[src/design/bra_pkg.sv]
// Shared types and constants for the bitmap run allocator.
// No dependencies; used by every module in the design folder except bra_ram.
package bra_pkg;

    localparam int MAP_BYTES = 128;
    localparam int ADDR_W    = $clog2(MAP_BYTES);
    localparam int BYTE_W    = 8;
    localparam logic [7:0] RESET_USED_BYTES = 8'd128;

    typedef enum logic [1:0] {
        MODE_SCAN  = 2'd0,
        MODE_WRITE = 2'd1,
        MODE_TEST  = 2'd2,
        MODE_CLEAR = 2'd3
    } mode_t;

    typedef enum logic [1:0] {
        STS_OK     = 2'd0,
        STS_NO_RUN = 2'd1,
        STS_RANGE  = 2'd2
    } status_t;

    typedef enum logic [2:0] {
        S_IDLE,
        S_DECODE,
        S_SCAN,
        S_ACCESS,
        S_FINISH
    } state_t;

    typedef struct packed {
        logic    capture;
        logic    rd;
        logic    scan_step;
        logic    wr;
        logic    clr;
        logic    set_status;
        status_t status;
        logic    sample_bit;
        logic    load_out;
    } ctl_cmd_t;

    typedef struct packed {
        mode_t mode;
        logic  oor;
        logic  len_zero;
        logic  no_bytes;
        logic  hit;
        logic  last;
    } dp_sts_t;

endpackage

[src/design/bra_ram.sv]
// Generic single-write, single-read RAM with registered read data.
// No dependencies.
module bra_ram #(
    parameter int WIDTH = 8,
    parameter int DEPTH = 128
) (
    input  logic                     aclk,
    input  logic                     we,
    input  logic [$clog2(DEPTH)-1:0] waddr,
    input  logic [WIDTH-1:0]         wdata,
    input  logic                     re,
    input  logic [$clog2(DEPTH)-1:0] raddr,
    output logic [WIDTH-1:0]         rdata
);

    logic [WIDTH-1:0] mem_reg [DEPTH];
    logic [WIDTH-1:0] rdata_reg;

    always_ff @(posedge aclk) begin
        if (we) begin
            mem_reg[waddr] <= wdata;
        end
        if (re) begin
            rdata_reg <= mem_reg[raddr];
        end
    end

    assign rdata = rdata_reg;

endmodule

[src/design/bra_datapath.sv]
// Datapath: request registers, mark store with per-byte valid flags,
// byte-wise run scanner and result registers. Depends on bra_pkg, bra_ram.
module bra_datapath (
    input  logic               aclk,
    input  logic               aresetn,
    input  bra_pkg::ctl_cmd_t  cmd,
    output bra_pkg::dp_sts_t   sts,
    input  logic [1:0]         s_mode,
    input  logic [9:0]         s_bit_index,
    input  logic               s_write_value,
    input  logic [10:0]        s_run_length,
    input  logic               cfg_valid,
    input  logic [7:0]         cfg_data,
    output logic [1:0]         m_status,
    output logic [9:0]         m_run_start,
    output logic               m_bit_read
);

    logic [7:0]                    used_bytes_reg;
    logic [bra_pkg::MAP_BYTES-1:0] valid_reg;
    bra_pkg::mode_t                mode_reg;
    logic [9:0]                    idx_reg;
    logic                          val_reg;
    logic [10:0]                   len_reg;
    logic [bra_pkg::ADDR_W-1:0]    addr_reg;
    logic [bra_pkg::ADDR_W-1:0]    byte_reg;
    logic                          rvld_reg;
    logic [10:0]                   run_reg;
    bra_pkg::status_t              status_reg;
    logic [9:0]                    start_reg;
    logic                          bit_reg;
    bra_pkg::status_t              out_status_reg;
    logic [9:0]                    out_start_reg;
    logic                          out_bit_reg;

    logic [7:0]                    nbytes;
    logic [10:0]                   nbits;
    logic [bra_pkg::BYTE_W-1:0]    ram_rdata;
    logic [bra_pkg::BYTE_W-1:0]    rdata_eff;
    logic [bra_pkg::BYTE_W-1:0]    sel_mask;
    logic [bra_pkg::BYTE_W-1:0]    wdata;
    logic [10:0]                   run_v;
    logic                          hit_v;
    logic [2:0]                    fpos_v;
    logic [10:0]                   start_v;

    assign nbytes = (used_bytes_reg > 8'(bra_pkg::MAP_BYTES)) ?
                    8'(bra_pkg::MAP_BYTES) : used_bytes_reg;
    assign nbits  = {nbytes, 3'b000};

    assign rdata_eff = rvld_reg ? ram_rdata : '0;
    assign sel_mask  = 8'(1) << idx_reg[2:0];
    assign wdata     = val_reg ? (rdata_eff | sel_mask) : (rdata_eff & ~sel_mask);

    always_comb begin
        run_v  = run_reg;
        hit_v  = 1'b0;
        fpos_v = 3'd0;
        for (int k = 0; k < bra_pkg::BYTE_W; k++) begin
            if (!hit_v) begin
                if (rdata_eff[k]) begin
                    run_v = 11'd0;
                end else begin
                    run_v = run_v + 11'd1;
                end
                if (run_v == len_reg) begin
                    hit_v  = 1'b1;
                    fpos_v = 3'(k);
                end
            end
        end
    end

    assign start_v = {1'b0, byte_reg, fpos_v} + 11'd1 - len_reg;

    assign sts.mode     = mode_reg;
    assign sts.oor      = {1'b0, idx_reg} >= nbits;
    assign sts.len_zero = (len_reg == 11'd0);
    assign sts.no_bytes = (nbytes == 8'd0);
    assign sts.hit      = hit_v;
    assign sts.last     = ({1'b0, byte_reg} == (nbytes - 8'd1));

    bra_ram #(
        .WIDTH (bra_pkg::BYTE_W),
        .DEPTH (bra_pkg::MAP_BYTES)
    ) u_store (
        .aclk  (aclk),
        .we    (cmd.wr),
        .waddr (idx_reg[9:3]),
        .wdata (wdata),
        .re    (cmd.rd),
        .raddr (addr_reg),
        .rdata (ram_rdata)
    );

    always_ff @(posedge aclk) begin
        if (!aresetn) begin
            used_bytes_reg <= bra_pkg::RESET_USED_BYTES;
            valid_reg      <= '0;
        end else begin
            if (cfg_valid) begin
                used_bytes_reg <= cfg_data;
            end
            if (cmd.clr) begin
                valid_reg <= '0;
            end else if (cmd.wr) begin
                valid_reg[idx_reg[9:3]] <= 1'b1;
            end
        end
    end

    always_ff @(posedge aclk) begin
        if (cmd.capture) begin
            mode_reg  <= bra_pkg::mode_t'(s_mode);
            idx_reg   <= s_bit_index;
            val_reg   <= s_write_value;
            len_reg   <= s_run_length;
            addr_reg  <= (bra_pkg::mode_t'(s_mode) == bra_pkg::MODE_SCAN) ?
                         '0 : s_bit_index[9:3];
            run_reg   <= 11'd0;
            start_reg <= 10'd0;
            bit_reg   <= 1'b0;
        end else begin
            if (cmd.rd) begin
                addr_reg <= addr_reg + 1'b1;
                byte_reg <= addr_reg;
                rvld_reg <= valid_reg[addr_reg];
            end
            if (cmd.scan_step) begin
                run_reg <= run_v;
                if (hit_v) begin
                    start_reg <= start_v[9:0];
                end
            end
            if (cmd.sample_bit) begin
                bit_reg <= rdata_eff[idx_reg[2:0]];
            end
        end
        if (cmd.set_status) begin
            status_reg <= cmd.status;
        end
        if (cmd.load_out) begin
            out_status_reg <= status_reg;
            out_start_reg  <= start_reg;
            out_bit_reg    <= bit_reg;
        end
    end

    assign m_status    = out_status_reg;
    assign m_run_start = out_start_reg;
    assign m_bit_read  = out_bit_reg;

endmodule

[src/design/bra_ctrl.sv]
// Controller state machine and result valid flag.
// Depends on bra_pkg; drives the command struct of bra_datapath.
module bra_ctrl (
    input  logic               aclk,
    input  logic               aresetn,
    input  logic               s_valid,
    output logic               s_ready,
    output logic               m_valid,
    input  logic               m_ready,
    input  bra_pkg::dp_sts_t   sts,
    output bra_pkg::ctl_cmd_t  cmd
);

    bra_pkg::state_t state_reg, state_next;
    logic            m_valid_reg, m_valid_next;

    always_ff @(posedge aclk) begin
        if (!aresetn) begin
            state_reg   <= bra_pkg::S_IDLE;
            m_valid_reg <= 1'b0;
        end else begin
            state_reg   <= state_next;
            m_valid_reg <= m_valid_next;
        end
    end

    always_comb begin
        state_next = state_reg;
        cmd        = '0;
        cmd.status = bra_pkg::STS_OK;
        s_ready    = 1'b0;
        unique case (state_reg)
            bra_pkg::S_IDLE: begin
                s_ready = 1'b1;
                if (s_valid) begin
                    cmd.capture = 1'b1;
                    state_next  = bra_pkg::S_DECODE;
                end
            end
            bra_pkg::S_DECODE: begin
                unique case (sts.mode)
                    bra_pkg::MODE_SCAN: begin
                        if (sts.len_zero) begin
                            cmd.set_status = 1'b1;
                            cmd.status     = bra_pkg::STS_OK;
                            state_next     = bra_pkg::S_FINISH;
                        end else if (sts.no_bytes) begin
                            cmd.set_status = 1'b1;
                            cmd.status     = bra_pkg::STS_NO_RUN;
                            state_next     = bra_pkg::S_FINISH;
                        end else begin
                            cmd.rd     = 1'b1;
                            state_next = bra_pkg::S_SCAN;
                        end
                    end
                    bra_pkg::MODE_WRITE, bra_pkg::MODE_TEST: begin
                        if (sts.oor) begin
                            cmd.set_status = 1'b1;
                            cmd.status     = bra_pkg::STS_RANGE;
                            state_next     = bra_pkg::S_FINISH;
                        end else begin
                            cmd.rd     = 1'b1;
                            state_next = bra_pkg::S_ACCESS;
                        end
                    end
                    bra_pkg::MODE_CLEAR: begin
                        cmd.clr        = 1'b1;
                        cmd.set_status = 1'b1;
                        cmd.status     = bra_pkg::STS_OK;
                        state_next     = bra_pkg::S_FINISH;
                    end
                    default: begin
                        state_next = bra_pkg::S_IDLE;
                    end
                endcase
            end
            bra_pkg::S_SCAN: begin
                cmd.scan_step = 1'b1;
                if (sts.hit) begin
                    cmd.set_status = 1'b1;
                    cmd.status     = bra_pkg::STS_OK;
                    state_next     = bra_pkg::S_FINISH;
                end else if (sts.last) begin
                    cmd.set_status = 1'b1;
                    cmd.status     = bra_pkg::STS_NO_RUN;
                    state_next     = bra_pkg::S_FINISH;
                end else begin
                    cmd.rd = 1'b1;
                end
            end
            bra_pkg::S_ACCESS: begin
                if (sts.mode == bra_pkg::MODE_WRITE) begin
                    cmd.wr = 1'b1;
                end else begin
                    cmd.sample_bit = 1'b1;
                end
                cmd.set_status = 1'b1;
                cmd.status     = bra_pkg::STS_OK;
                state_next     = bra_pkg::S_FINISH;
            end
            bra_pkg::S_FINISH: begin
                if (!m_valid_reg || m_ready) begin
                    cmd.load_out = 1'b1;
                    state_next   = bra_pkg::S_IDLE;
                end
            end
            default: begin
                state_next = bra_pkg::S_IDLE;
            end
        endcase
    end

    always_comb begin
        if (cmd.load_out) begin
            m_valid_next = 1'b1;
        end else if (m_ready) begin
            m_valid_next = 1'b0;
        end else begin
            m_valid_next = m_valid_reg;
        end
    end

    assign m_valid = m_valid_reg;

    a_no_overwrite: assert property (@(posedge aclk) disable iff (!aresetn)
        cmd.load_out |-> (!m_valid_reg || m_ready))
        else $error("result register overwritten while pending");

    a_load_shows: assert property (@(posedge aclk) disable iff (!aresetn)
        cmd.load_out |=> m_valid_reg)
        else $error("loaded result not presented");

    a_write_in_range: assert property (@(posedge aclk) disable iff (!aresetn)
        cmd.wr |-> (sts.mode == bra_pkg::MODE_WRITE && !sts.oor))
        else $error("store written outside a valid write");

    a_one_access: assert property (@(posedge aclk) disable iff (!aresetn)
        $onehot0({cmd.wr, cmd.clr, cmd.sample_bit, cmd.scan_step}))
        else $error("conflicting datapath commands");

endmodule

[src/design/bitmap_run_allocator_top.sv]
// Request flow: IDLE accepts, DECODE sends clear-all, out-of-range and zero-length or
// no-byte scan requests straight to FINISH, write and test through ACCESS, and scan through
// SCAN until a hit or the last byte; FINISH loads the output register once it is free.
// One request at a time; the next is taken the cycle after its result enters the output
// register. The scan reads one store byte per cycle. Reset (synchronous, active low)
// empties the store via per-byte valid flags and sets used_bytes to 128; no clearing pass.
module bitmap_run_allocator_top (
    input  logic        aclk,
    input  logic        aresetn,
    input  logic        s_valid,
    output logic        s_ready,
    input  logic [1:0]  s_mode,
    input  logic [9:0]  s_bit_index,
    input  logic        s_write_value,
    input  logic [10:0] s_run_length,
    output logic        m_valid,
    input  logic        m_ready,
    output logic [1:0]  m_status,
    output logic [9:0]  m_run_start,
    output logic        m_bit_read,
    input  logic        cfg_valid,
    output logic        cfg_ready,
    input  logic [7:0]  cfg_data
);

    bra_pkg::ctl_cmd_t cmd;
    bra_pkg::dp_sts_t  sts;

    assign cfg_ready = 1'b1;

    bra_ctrl u_ctrl (
        .aclk    (aclk),
        .aresetn (aresetn),
        .s_valid (s_valid),
        .s_ready (s_ready),
        .m_valid (m_valid),
        .m_ready (m_ready),
        .sts     (sts),
        .cmd     (cmd)
    );

    bra_datapath u_dp (
        .aclk          (aclk),
        .aresetn       (aresetn),
        .cmd           (cmd),
        .sts           (sts),
        .s_mode        (s_mode),
        .s_bit_index   (s_bit_index),
        .s_write_value (s_write_value),
        .s_run_length  (s_run_length),
        .cfg_valid     (cfg_valid),
        .cfg_data      (cfg_data),
        .m_status      (m_status),
        .m_run_start   (m_run_start),
        .m_bit_read    (m_bit_read)
    );

endmodule

[config.mk]
export PLATFORM = sky130hd
export DESIGN_NAME = bitmap_run_allocator_top
export DESIGN_NICKNAME = d
export VERILOG_FILES = /design/src/design/bra_pkg.sv /design/src/design/bra_ram.sv /design/src/design/bra_datapath.sv /design/src/design/bra_ctrl.sv /design/src/design/bitmap_run_allocator_top.sv
export SDC_FILE = /design/constraint.sdc
export NUM_CORES = 2
export LEC_CHECK = 0
export BUFFER_PORTS_ARGS = -buffer_cell sky130_fd_sc_hd__buf_2
export CAP_MARGIN = 20
export CORE_ASPECT_RATIO = 1.2
export CORE_UTILIZATION = 57
export DETAILED_ROUTE_END_ITERATION = 10
export PLACE_DENSITY = 0.76
export SYNTH_ARGS = -nofsm -noshare
export SYNTH_HDL_FRONTEND = slang
export SYNTH_SLANG_ARGS = --single-unit
[constraint.sdc]
create_clock -name aclk -period 12.8 [get_ports aclk]
set_clock_uncertainty 0.05 [all_clocks]
set_input_delay 0.64 -clock aclk [delete_from_list [all_inputs] [get_ports aclk]]
set_output_delay 0.64 -clock aclk [all_outputs]
set_load 0.01 [all_outputs]
# Word-level counts from Yosys, hierarchy flattened
# Memories as Yosys holds them, arrays and structs flattened. A register that Yosys moved wholly into a read port is not among the register bits.
# Cells that the tools add are included.
[totals] ff_bits=216 ram_bits=1024 input_bits=37 elab_cells=180 n_memories=1
[memory_table] memory="u_dp.u_store.mem_reg" depth=128 word_bits=8 rd=1 rd_clocked_by_memory_dff=1 write_ports=1 line_no="bra_ram.sv:16" text="logic [WIDTH-1:0] mem_reg [DEPTH];"
[classes] n_addsub=12 order_cmp=6 n_eq_ne=19 shift=1 mux=102 bitwise_logic=6 n_reduce_logical=15
[ops] op="2-to-1 mux 11 bit" count=22
[ops] op="OR 128 bit" count=1
[ops] op="adder 11 x 1 -> 11 bit (second input constant)" count=8
[ops] op="== test 11 bit" count=8
[ops] op="2-to-1 mux 3 bit" count=25
[ops] op="2-to-1 mux 1 bit" count=40
[ops] op="case mux 3 bit (3 select lines)" count=3
[ops] op="2-to-1 mux 8 bit" count=3
[ops] op="2-to-1 mux 7 bit" count=3
[ops] op="< comparator 7 x 8 -> 1 bit (second input constant)" count=2
[ops] op="case mux 3 bit (5 select lines)" count=1
[ops] op="greater-or-equal comparator 10 x 11 -> 1 bit" count=1
[ops] op="zero test 11 bit" count=1
[ops] op="adder 10 x 1 -> 10 bit (second input constant)" count=1
[ops] op="subtractor 10 bit" count=1
[ops] op="AND 8 bit" count=1
[ops] op="== test 7 x 8 -> 1 bit" count=1
[ops] op="greater-than comparator 8 bit (second input constant)" count=1
[ops] op="zero test 8 bit" count=1
[ops] op="inverter 8 bit" count=1
[ops] op="OR 8 bit" count=1
[ops] op="left shift 1 x 3 -> 8 bit (first input constant)" count=1
[ops] op="subtractor 8 x 1 -> 8 bit (second input constant)" count=1
[ops] op="adder 7 x 1 -> 7 bit (second input constant)" count=1
[ops] op="24 further kinds" count=32

# Depth between registers and ports, before layout
[depth] ltp_word=36 depth_mapped=72 mapped_depth_nobuf=64

# Modules after synthesis
# A second synthesis with hierarchy kept.
[unflattened] cells_unflattened=3655 hier_area_um2=56407.8
[by_module_without_submodules] mod="bra_ram" n_inst=1 cells_per_inst=1635 area_per_inst_um2=39745.6 seq_area_each_um2=30989.7
[by_module_without_submodules] mod="bra_datapath" n_inst=1 cells_per_inst=1962 area_per_inst_um2=16206.8 seq_area_each_um2=4784.6
[by_module_without_submodules] mod="bra_ctrl" n_inst=1 cells_per_inst=56 area_per_inst_um2=444.2 seq_area_each_um2=80.1
[by_module_without_submodules] mod="bitmap_run_allocator_top" n_inst=1 cells_per_inst=2 area_per_inst_um2=11.3 seq_area_each_um2=0.0

# Worst setup path after synthesis
# No wires, ideal clock.
[synth_path] kind="flip-flop to flip-flop" start="register u_dp.u_store.rdata_reg[0] (netlist: u_dp.u_store.rdata[0]) (read register of u_dp.u_store.mem_reg)" end="register u_dp.start_reg[9]" setup_time_ns=0.069 t_arrival_ns=13.099 setup_slack_ns=-0.418 stages_incl_launch_ff=71 period_less_slack_ns=13.218 path_cell_list="edfxtp_1 -> buf_2 -> a21oi_1 -> ha_1 -> nand3_1 -> or3_1 -> clkbuf_1 -> nor4_4 -> mux2i_1 -> xnor2_1 -> and4_1 -> buf_4 -> nor2_4 -> buf_2 -> buf_1 -> nor2_1 -> a21oi_1 -> ha_1 -> (+35 left out) -> nand2_1 -> o31a_1 -> a2bb2oi_1 -> ha_1 -> inv_1 -> ha_1 -> inv_1 -> fa_1 -> nor2b_1 -> o21ai_0 -> nand2b_1 -> a21oi_1 -> o21bai_1 -> a21o_1 -> a21oi_1 -> xnor2_1 -> nand3_1 -> o21ai_1"
[synth_via] elab_chain_cells=34 elab_cells_between_ends=69
[synth_rtl] element="start: declaration" line_no="bra_ram.sv:17" text="logic [WIDTH-1:0] rdata_reg;"
[synth_rtl] element="2-to-1 mux 8 bit *" line_no="bra_datapath.sv:51" text="assign rdata_eff = rvld_reg ? ram_rdata : '0;"
[synth_rtl] element="2-to-1 mux 11 bit *" line_no="bra_datapath.sv:61" text="if (rdata_eff[k]) begin"
[synth_rtl] element="adder 11 x 1 -> 11 bit" line_no="bra_datapath.sv:64" text="run_v = run_v + 11'd1;"
[synth_rtl] element="2-to-1 mux 11 bit" line_no="bra_datapath.sv:61"
[synth_rtl] element="2-to-1 mux 11 bit (2 in series)" line_no="bra_datapath.sv:60" text="if (!hit_v) begin"
[synth_rtl] element="adder 11 x 1 -> 11 bit" line_no="bra_datapath.sv:64"
[synth_rtl] element="2-to-1 mux 11 bit" line_no="bra_datapath.sv:61"
[synth_rtl] element="2-to-1 mux 11 bit (2 in series)" line_no="bra_datapath.sv:60"
[synth_rtl] element="(+16 left out)"
[synth_rtl] element="adder 11 x 1 -> 11 bit" line_no="bra_datapath.sv:64"
[synth_rtl] element="2-to-1 mux 11 bit" line_no="bra_datapath.sv:61"
[synth_rtl] element="2-to-1 mux 11 bit" line_no="bra_datapath.sv:60"
[synth_rtl] element="== test 11 bit" line_no="bra_datapath.sv:66" text="if (run_v == len_reg) begin"
[synth_rtl] element="2-to-1 mux 3 bit" line_no="bra_datapath.sv:66"
[synth_rtl] element="2-to-1 mux 3 bit" line_no="bra_datapath.sv:60"
[synth_rtl] element="adder 10 x 1 -> 10 bit" line_no="bra_datapath.sv:74" text="assign start_v = {1'b0, byte_reg, fpos_v} + 11'd1 - len_reg;"
[synth_rtl] element="subtractor 10 bit" line_no="bra_datapath.sv:74"
[synth_rtl] element="end signal: assignment" line_no="bra_datapath.sv:132" text="start_reg <= start_v[9:0];"
[synth_rtl] element="end: declaration" line_no="bra_datapath.sv:30" text="logic [9:0] start_reg;"
# Every way passes the cells marked *; elsewhere a longest branch is shown, timed or not. The select of a mux whose other input is x is not followed.
# A chain may end at the register's enable or synchronous reset.

# Worst setup path after layout
[layout_path] start="register u_dp.run_reg[0]" end="register u_dp.start_reg[9]"
[layout_via] elab_chain_cells=34 elab_cells_between_ends=69
[layout_rtl] element="start: declaration" line_no="bra_datapath.sv:28" text="logic [10:0] run_reg;"
[layout_rtl] element="start signal: assignment" line_no="bra_datapath.sv:130" text="run_reg <= run_v;"
[layout_rtl] element="adder 11 x 1 -> 11 bit *" line_no="bra_datapath.sv:64"
[layout_rtl] element="2-to-1 mux 11 bit *" line_no="bra_datapath.sv:61"
[layout_rtl] element="adder 11 x 1 -> 11 bit" line_no="bra_datapath.sv:64"
[layout_rtl] element="2-to-1 mux 11 bit" line_no="bra_datapath.sv:61"
[layout_rtl] element="2-to-1 mux 11 bit (2 in series)" line_no="bra_datapath.sv:60"
[layout_rtl] element="adder 11 x 1 -> 11 bit" line_no="bra_datapath.sv:64"
[layout_rtl] element="2-to-1 mux 11 bit" line_no="bra_datapath.sv:61"
[layout_rtl] element="2-to-1 mux 11 bit (2 in series)" line_no="bra_datapath.sv:60"
[layout_rtl] element="(+16 left out)"
[layout_rtl] element="adder 11 x 1 -> 11 bit" line_no="bra_datapath.sv:64"
[layout_rtl] element="2-to-1 mux 11 bit" line_no="bra_datapath.sv:61"
[layout_rtl] element="2-to-1 mux 11 bit" line_no="bra_datapath.sv:60"
[layout_rtl] element="== test 11 bit" line_no="bra_datapath.sv:66"
[layout_rtl] element="2-to-1 mux 3 bit" line_no="bra_datapath.sv:66"
[layout_rtl] element="2-to-1 mux 3 bit" line_no="bra_datapath.sv:60"
[layout_rtl] element="adder 10 x 1 -> 10 bit" line_no="bra_datapath.sv:74"
[layout_rtl] element="subtractor 10 bit" line_no="bra_datapath.sv:74"
# Marked as above.

==> reports/metrics.cfg <==
[run_status]
status = finished, violations left
violations = design-rule violations

[synthesis]
synth_edf_count = 1086
avgSynthCellArea_um2 = 16.1
async_reset_ff_share_pct = 0
synth_area_mm2 = 0.0561
synthFlopType = edfxtp_1
yosys.area.top_type_share_pct = 58.2
synth_cells = 3476
synth_top_area_cell = edfxtp_1
yosys.cell_types.count = 133
synth.area.top_cells = edfxtp_1 (58%), mux4_2 (15%), dfxtp_1 (5.8%)
yosysWarnings = 0
yosys_register_bits = 1248
syn-num-nets = 3551
ys_seq_area_share_pct = 63.9

[pwr]
leakagePower_uw = 0.0207
power_density_mw_per_mm2 = 177
ir_drop_mv = 0.144

[setup_path]
crit_required_ps = 13300
r2r_slack_ps = 540
slowest_delay_ps = 560
start_kind = flop
crit_path_end_kind = flop
path_class = reg2reg
reg2reg_from = u_dp.run_reg[0]$_SDFFE_PP0P_
reg2regPathDepth = 64
cp_max_fo = 8
critical_path.most_common_cell = buf_4
r2r-end = u_dp.start_reg[9]$_SDFFE_PP0P_
crit_arrival_ps = 12750
worst_path_max_delay_cell = or4b_4

[layout]
drive_gt1_share_pct = 27.8
final_cell_mix = edfxtp_1 (1086), mux4_2 (380), nor2_1 (245), buf_4 (215), dfxtp_1 (155)
area_growth_pct = 12.6
nets = 3731
regArea_mm2 = 0.0359
final_cells = 5025
multi_input_area_mm2 = 0.0198
fillers = 6473
mostFrequentLayoutCell = edfxtp_1
largest_register_ffs = 1024
fin_util_pct = 65.0

[clocking]
cts_buffers = 113
path_clk_slew_ps = 60
htreeDepth = 3
root_buffer = clkbuf_16
cts_tree = done
clk_path_buf_depth = 3
insertion_delay_ps = 690
hold_buffers = 0
cts_sinks = 1248

[place]
place_inst = 4787
dpl.hpwl_um = 91900
dp_slack_ps = 203
place_congestion = 0.978
port_buffers = 51

[die]
fp.dieW_um = 288
rows = 125
initial_core_util_pct = 57.7
fp.dieH_um = 346
die-area_mm2 = 0.0996
core_area_mm2 = 0.0971
ioPinCount = 53

[min_path]
hold_start = s_mode[1]
min_path_cells = 1
hold_path.class = in2reg
min_to = u_dp.mode_reg[1]$_DFFE_PP_

[sta]
timing_worst_slew_pin_value_ps = 1110
maxSlewHeadroom_pct = 26.3
fin_tns_setup_ps = 0
fmax_mhz = 81.6
slew_viol_final = 0
period_share_pct = 95.8
setup_slack_ps = 542
setup_violations = 0
min_period_ps = 12260
finalHoldViolations = 0

[flow_run]
drv_cap = 0

[global_routing]
grt_max_degree = 149
grt_usage_pct = 29.6
antenna_found_initial = 4
grt-ovfl-total = 0
grt_pass1_wl_um = 218000
grt_pass1_vias = 33500

[drt]
wl_um = 148000
wire_per_inst_um = 29.4
drt_iter0_drc = 3590
ant_nets = 0
viasPerCell = 6.79
drc = 12
first_pass_iters = 8
vias = 34100

how the worst max path moves through the flow:
| stage | startpoint | cells after the start | slack (ps) | end |
|---|---|---|---|---|
| CTS | u_dp.run_reg[2]$_SDFFE_PP0P_ | 60 | 170 | u_dp.start_reg[9]$_SDFFE_PP0P_ |
| global placement | u_dp.run_reg[2]$_SDFFE_PP0P_ | 60 | 340 | u_dp.start_reg[9]$_SDFFE_PP0P_ |
| finish | u_dp.run_reg[0]$_SDFFE_PP0P_ | 64 | 540 | u_dp.start_reg[9]$_SDFFE_PP0P_ |
| floorplan | u_dp.run_reg[1]$_SDFFE_PP0P_ | 69 | 10 | u_dp.start_reg[9]$_SDFFE_PP0P_ |
| global route | u_dp.rvld_reg$_DFFE_PP_ | 64 | -70 | u_dp.start_reg[9]$_SDFFE_PP0P_ |
| detailed placement | u_dp.run_reg[2]$_SDFFE_PP0P_ | 61 | 200 | u_dp.start_reg[9]$_SDFFE_PP0P_ |
metal layers:
metal	GRT usage (%)	up-vias	wire length, um
met3	4.48	403	11900
li1	-	14500	-
met2	49.2	1939	74000
met5	0	-	43
met4	13.5	6	7670
met1	38.6	17300	53900
power breakdown:
part	total, uW	switching, uW	internal (uW)
Sequential	4680	56.4	4620
Combinational	3080	1770	1310
Clock	3400	1490	1910
Total	11200	3320	7840
Yosys cell counts (all sizes together), types with 24 or more instances:
master  instances
a31oi          31
xor2           28
mux4          380
mux2           27
o21a          137
xnor2          72
buf            73
nand2         146
dfxtp         162
and2           28
and3           35
nand3          79
a21oi         108
inv            33
nand4          37
clkbuf        143
o31ai          24
mux2i          27
nor3           58
o21ai          97
nor2          252
edfxtp       1086
ha             37
kinds of logic after synthesis:
family | share of synthesized area [%]
DFF | 63.9
and+or+nand+nor | 7.09
AOI/OAI and AO/OA | 8.27
muxes | 16.3
buffers and inverters | 1.85
xor gates and xnor gates | 1.67
adders and majority gates | 0.861
other | 0.00669
layout make-up:
cell class | count | share of cell area, %
sequential | 1248 | 56.8
multi-input combinational | 1977 | 31.3
clock buffer | 156 | 4.99
timing repair buffer | 279 | 3.26
tap | 1270 | 2.52
clock inverter | 57 | 0.925
inverter | 37 | 0.220
antenna | 1 | 0.00396
stage by stage:
| stage | hold WS, ps | power [uW] | instance area, um^2 |
|---|---|---|---|
| after floorplan | 350 | 6750 | 56100 |
| after global placement | 363 | 7670 | 58700 |
| after detailed placement | 367 | 7700 | 58700 |
| after CTS | 64.0 | 11100 | 62400 |
| after global routing | 73.1 | 11500 | 63100 |
| final | 95.6 | 11200 | 63200 |
worst max-delay path: cells and delay by family, from the launching register on:
kind                       cells  cell delay (ps)
AOI/OAI and AO/OA             24             4230
xor gates and xnor gates       4              560
adders and majority gates      6             1430
buffers and inverters          9             1150
DFF                            1              360
muxes                          1              330
and+or+nand+nor               20             4000
repair_timing:
action	CTS	global route
setup endpoints to repair	0	8
resized for setup	0	104
buffers inserted	0	19
endpoints found under the hold margin	0	0
(Power assumes the default switching activity.)
